**src/rtl/ise_pkg.sv**
```systemverilog
`default_nettype none
package ise_pkg;

  localparam int MAX_RANGES = 64;
  localparam int IDX_W      = $clog2(MAX_RANGES);
  localparam int CNT_W      = $clog2(MAX_RANGES + 2);
  localparam int CP_W       = 21;
  localparam int ADDR_W     = IDX_W + 1;
  localparam logic [CP_W-1:0] CSM_RESET = 21'd1114111;

  typedef enum logic [1:0] {
    OP_INSERT = 2'd0,
    OP_REMOVE = 2'd1,
    OP_NEGATE = 2'd2,
    OP_QUERY  = 2'd3
  } ise_op_t;

  typedef enum logic [1:0] {
    ST_DONE    = 2'd0,
    ST_FULL    = 2'd1,
    ST_INVALID = 2'd2
  } ise_status_t;

  localparam logic [0:0] REG_CODE_SPACE_MAX = 1'b0;

  typedef enum logic [2:0] {
    S_IDLE,
    S_PREP,
    S_WALK,
    S_WALK2,
    S_FIN,
    S_RESP
  } ise_state_t;

  typedef struct packed {
    logic [1:0]      operation;
    logic [CP_W-1:0] range_low;
    logic [CP_W-1:0] range_high;
  } ise_in_t;

  typedef struct packed {
    logic            in_set;
    logic [1:0]      status;
    logic [6:0]      range_count;
  } ise_out_t;

  typedef struct packed {
    logic load;
    logic prep;
    logic walk;
    logic second;
    logic advance;
    logic fin;
    logic finish;
  } ise_cmd_t;

  typedef struct packed {
    logic invalid;
    logic empty;
    logic need_two;
    logic last;
  } ise_stat_t;

endpackage
`default_nettype wire

```
**src/rtl/ise_ctrl.sv**
```systemverilog
`default_nettype none
module ise_ctrl (
  input  wire logic              clk,
  input  wire logic              rst,
  input  wire logic              in_valid,
  output logic                   in_ready,
  output logic                   out_valid,
  input  wire logic              out_ready,
  input  wire ise_pkg::ise_stat_t stat,
  output ise_pkg::ise_cmd_t      cmd
);
  import ise_pkg::*;

  ise_state_t state, state_next;
  logic       out_free;

  assign out_free = !out_valid || out_ready;

  always_comb begin
    state_next = state;
    case (state)
      S_IDLE: begin
        if (in_valid) state_next = S_PREP;
      end
      S_PREP: begin
        if (stat.invalid) state_next = S_RESP;
        else if (stat.empty) state_next = S_FIN;
        else state_next = S_WALK;
      end
      S_WALK: begin
        if (stat.need_two) state_next = S_WALK2;
        else if (stat.last) state_next = S_FIN;
      end
      S_WALK2: begin
        if (stat.last) state_next = S_FIN;
        else state_next = S_WALK;
      end
      S_FIN:  state_next = S_RESP;
      S_RESP: begin
        if (out_free) state_next = S_IDLE;
      end
      default: state_next = S_IDLE;
    endcase
  end

  always_comb begin
    cmd      = '0;
    in_ready = 1'b0;
    case (state)
      S_IDLE: begin
        in_ready = !rst;
        cmd.load = in_valid && !rst;
      end
      S_PREP: cmd.prep = 1'b1;
      S_WALK: begin
        cmd.walk    = 1'b1;
        cmd.advance = !stat.need_two && !stat.last;
      end
      S_WALK2: begin
        cmd.second  = 1'b1;
        cmd.advance = !stat.last;
      end
      S_FIN:  cmd.fin = 1'b1;
      S_RESP: cmd.finish = out_free;
      default: cmd = '0;
    endcase
  end

  always_ff @(posedge clk) begin
    if (rst) begin
      state     <= S_IDLE;
      out_valid <= 1'b0;
    end else begin
      state <= state_next;
      if (cmd.finish) out_valid <= 1'b1;
      else if (out_ready) out_valid <= 1'b0;
    end
  end

endmodule
`default_nettype wire

```
**config.mk**
```make
export PLATFORM = sky130hd
export DESIGN_NAME = ise_ctrl
export DESIGN_NICKNAME = d
export VERILOG_FILES = /design/src/rtl/ise_pkg.sv /design/src/rtl/ise_ctrl.sv
export SDC_FILE = /design/constraint.sdc
export NUM_CORES = 1
export LEC_CHECK = 0
export BUFFER_PORTS_ARGS = -buffer_cell sky130_fd_sc_hd__buf_2
export CAP_MARGIN = 20
export CORE_AREA = 10 10 47 49
export CTS_BUF_LIST = sky130_fd_sc_hd__clkbuf_16
export DETAILED_ROUTE_END_ITERATION = 12
export DIE_AREA = 0 0 57 59
export PLACE_DENSITY = 0.52
export SYNTH_ARGS = -nofsm -noshare
export SYNTH_HDL_FRONTEND = slang
export SYNTH_SLANG_ARGS = --single-unit
```
**constraint.sdc**
```tcl
create_clock -name clk -period 1.5 [get_ports clk]
set_input_delay 0.225 -clock clk [delete_from_list [all_inputs] [get_ports clk]]
set_output_delay 0.225 -clock clk [all_outputs]
set_load 0.05 [all_outputs]
```
* Yosys cells after proc, flatten, opt, wreduce, memory -nomap -nowiden
Index checks and enable logic that the tools add are counted.
Storage, ports and cells: register bits 4, latch bits 0, memory bits (writable) 0, bits in read-only memories 0, input port bits 8, output and inout bits 9, word-level logic and storage cells 38, memories kept 0
Operators by class: add/subtract/negate cells 0, multipliers 0, divide/modulo/power cells 0, order comparisons 0, eq/ne operators 8, shifts and indexed selects 0, mux-type cells 18, bitwise gates (word level) 0, reductions and logical operators 10
Operators by type and width (number):
- $mux W3 | 7
- $pmux W3 S6 | 1
- $mux W1 | 9
- $eq A3 B2 Y1 const B | 2
- $eq A3 B3 Y1 const B | 2
- $logic_not A1 Y1 | 4
- $ne A2 B2 Y1 const B | 2
- $eq A3 B1 Y1 const B | 1
- $logic_not A3 Y1 | 1
- $ne A3 B3 Y1 const B | 1
- $reduce_and A3 Y1 | 1
- $logic_and A1 B1 Y1 | 2
- $pmux W1 S2 | 1
- $reduce_bool A2 Y1 | 1
- $logic_or A1 B1 Y1 | 1

* Depth between registers and ports, before layout
depth in word-level cells 4, gate-level depth with buffers 5, depth with buffers taken out 4

* Least setup slack after synthesis
No wires, ideal clock.
kind register to output, from reg state[2], to out cmd[6] (netlist bit), arrival time 2633 ps, required time 1275 ps, slack -1358 ps, cell stages (with the launch flop) 4, buffers on the path 1, path through dfxtp_1 > buf_2 > nor4_1 > and2_1
RTL lines:
- start: declaration | line ise_ctrl.sv:14 | ise_state_t state, state_next;
- start signal: assignment | line ise_ctrl.sv:74 | state <= state_next;
- end: declaration | line ise_ctrl.sv:10 | output ise_pkg::ise_cmd_t cmd

==> impl_metrics.py <==
metrics = {
    "synth": {
        "synth_compound_area_share_pct": 21.3,
        "yosys.area_share.simple_pct": 41.8,
        "yosys.area.top_type": "dfxtp_1",
        "async_flop_share_pct": 0,
        "ys_types": 21,
        "synth_seq_cells": 4,
        "synth_adder_area_share_pct": 0,
        "synth_common_cells": "nand2b_1 (6), nor2_1 (6), a21oi_1 (4), dfxtp_1 (4), nor4_1 (3)",
        "synth_top_flop_cell": "dfxtp_1",
        "syn_nets": 51,
        "synth_edf_count": 0,
        "yosys.area.top_type_share_pct": 25.7,
        "yosys_warnings": 0,
        "netlist_instances": 43,
        "synth_xor_area_share_pct": 0,
        "muxShareOfSynthArea_pct": 0,
        "synthesis.area_um2": 312,
        "seq_area_frac_synth_pct": 25.7,
        "postSynthAreaPerCell_um2": 7.25,
        "synth.area.top_cells": "dfxtp_1 (26%), nand2b_1 (12%), buf_6 (7.2%)",
        "synth_top_family_by_area": "simple AND/OR/NAND/NOR gates",
    },
    "final_layout": {
        "fin_area_um2": 563,
        "fillers": 155,
        "multiInputGateArea_um2": 241,
        "drive_above_1_share_pct": 53.2,
        "syn_to_final_growth_pct": 80.7,
        "antenna_cells": 0,
        "register_area_um2": 82.6,
        "final_util_pct": 40.2,
        "nets": 72,
    },
    "worst_hold_path": {
        "hold_depth": 2,
        "hold_path_class": "primary input to flop",
        "min-delay-start": "rst",
        "holdPathEnd": "state[0]",
    },
    "floorplan": {
        "initial_core_util_pct": 22.2,
        "dieArea_mm2": 0.00336,
        "io-pin-count": 17,
        "dieHeight_um": 59,
        "fp.dieW_um": 57,
        "core_area_mm2": 0.00140,
        "num_rows": 14,
    },
    "power": {
        "ir_drop_v": 0.000613,
        "leakagePower_nw": 0.251,
        "total_power_uw": 816,
        "power_per_cell_area_mw_per_mm2": 1450,
    },
    "setup_path": {
        "critPathMaxFanout": 9,
        "crit_family": "simple AND/OR/NAND/NOR gates",
        "crit_path_end_kind": "primary output",
        "r2r_end": "state[0]",
        "cp-start-kind": "flop",
        "crit_buf_inv": 2,
        "path_cells": "buf_6 > nor4_4 > and2_4 > buf_8",
        "crit_type": "flop to primary output",
        "rr_startpoint": "state[0]",
        "crit_arrival_ns": 1.26,
        "r2r_cells": 5,
        "cp_data_required_time_ns": 1.27,
        "r2r_slack_ns": 0.21,
        "crit_slowest_cell": "dfxtp_2",
        "cp_slowest_stage_delay_ns": 0.31,
    },
    "route": {
        "wire_per_inst_um": 13.3,
        "drtIter0Drc": 2,
        "drtPass1Iterations": 3,
        "num_vias": 357,
        "viasPerCell": 4.58,
        "drc": 0,
        "antenna_left": 0,
        "wirelength_um": 1030,
    },
    "global_routing": {
        "grt_max_degree": 11,
        "grt_overflow": 0,
        "grt_pass1_vias": 371,
        "antenna_found_initial": 0,
        "grt_pass1_wl_um": 1570,
        "track_usage_pct": 5.87,
    },
    "placement": {
        "hpwl_um": 746,
        "post-place-ws_ns": 0.150,
        "place_area_um2": 443,
        "finalWeightedCongestion": 0.784,
        "port_buffers": 16,
    },
    "cts": {
        "clockBufferDepth": 2,
        "cts-root-buf": "clkbuf_16",
        "numCtsBuffers": 3,
        "clk_latency_ns": 0.23,
        "clock-sinks": 4,
        "h-tree-depth": 1,
        "cts_tree": "built",
        "clk_transition_reported_paths_ns": 0.03,
    },
    "flow_run": {
        "max-cap-violations": 0,
    },
    "sta": {
        "layout_setup_ws_ns": 0.0117,
        "hold_viol": 0,
        "fin_skew_ns": 0.000225,
        "post-route-min-period_ns": 1.49,
        "worst_slew_pin_slew_ns": 0.293,
        "final-setup-viol-count": 0,
        "rsz0062_at_grt": "true",
        "min_period_over_period_pct": 99.2,
        "maxSlewHeadroom_pct": 80.3,
        "fmax_ghz": 0.672,
        "report.final.slew_viol_count": 0,
    },
    "run_status": {
        "outcome": "finished, final reports clean",
    },
}
-- report_power, final --
group | internal, mW | switching [mW]
Clock | 0.342 | 0.0867
Combinational | 0.100 | 0.153
Sequential | 0.120 | 0.0150
-- sequential cells by signal, summed over array words and instances (netlist names) --
signal	flops
state	3
out_valid	1
-- worst max path at each step --
stage | startpoint | endpoint | slack (ns) | cells past startpoint
floorplan | state[1] | cmd[6] | -0.18 | 3
global placement | state[1] | cmd[6] | 0.15 | 4
detailed placement | state[1] | cmd[6] | 0.15 | 4
CTS | state[1] | cmd[6] | -0.02 | 4
global route | state[2] | cmd[6] | -0.04 | 4
finish | state[2] | cmd[6] | 0.01 | 4
-- kinds of logic after synthesis --
kind of cell | after synthesis
AO/OA/AOI/OAI | 11
buffers and inverters | 5
flip-flops | 4
AND/OR/NAND/NOR | 23
-- per-layer routing --
metal / global-route usage (%) / vias up / routed length [µm]
li1: - / 190 / -
met1: 6.52 / 153 / 438
met2: 8.68 / 12 / 501
met3: 2.15 / 2 / 72
met4: 5.03 / 0 / 22
met5: 0 / - / 0
-- per-stage QoR --
stage / std cells / hold slack (ns) / setup TNS (ns)
6_report: 78 / 0.255 / 0
5_1_grt: 78 / 0.273 / -0.0500
4_1_cts: 78 / 0.252 / -0.0242
2_1_floorplan: 43 / 0.294 / -0.179
3_5_place_dp: 75 / 0.496 / 0
3_3_place_gp: 75 / 0.488 / 0
-- layout by cell type, fill, tap and decap left out, types with 3 or more instances in the layout --
cell type / count
a21oi_1: 4
buf_2: 10
buf_4: 3
buf_6: 3
clkbuf_16: 3
nand2b_1: 6
nor2_1: 4
-- final cells by class --
class	instances	area share (%)
Timing Repair Buffer	19	24.2
Tap cell	16	3.56
Sequential cell	4	14.7
Multi-Input combinational cell	34	42.9
Inverter	2	1.33
Clock buffer	3	13.3
-- repair_timing --
| item | CTS | global route |
|---|---|---|
| buffers inserted | 0 | 0 |
| endpoints found under the setup margin | 6 | 5 |
| hold buffers | 0 | 0 |
| cloned | 0 | 0 |
| gates resized for setup | 7 | 9 |
| pin swaps | 0 | 2 |
No activity file was read; power rests on OpenSTA's default activity.
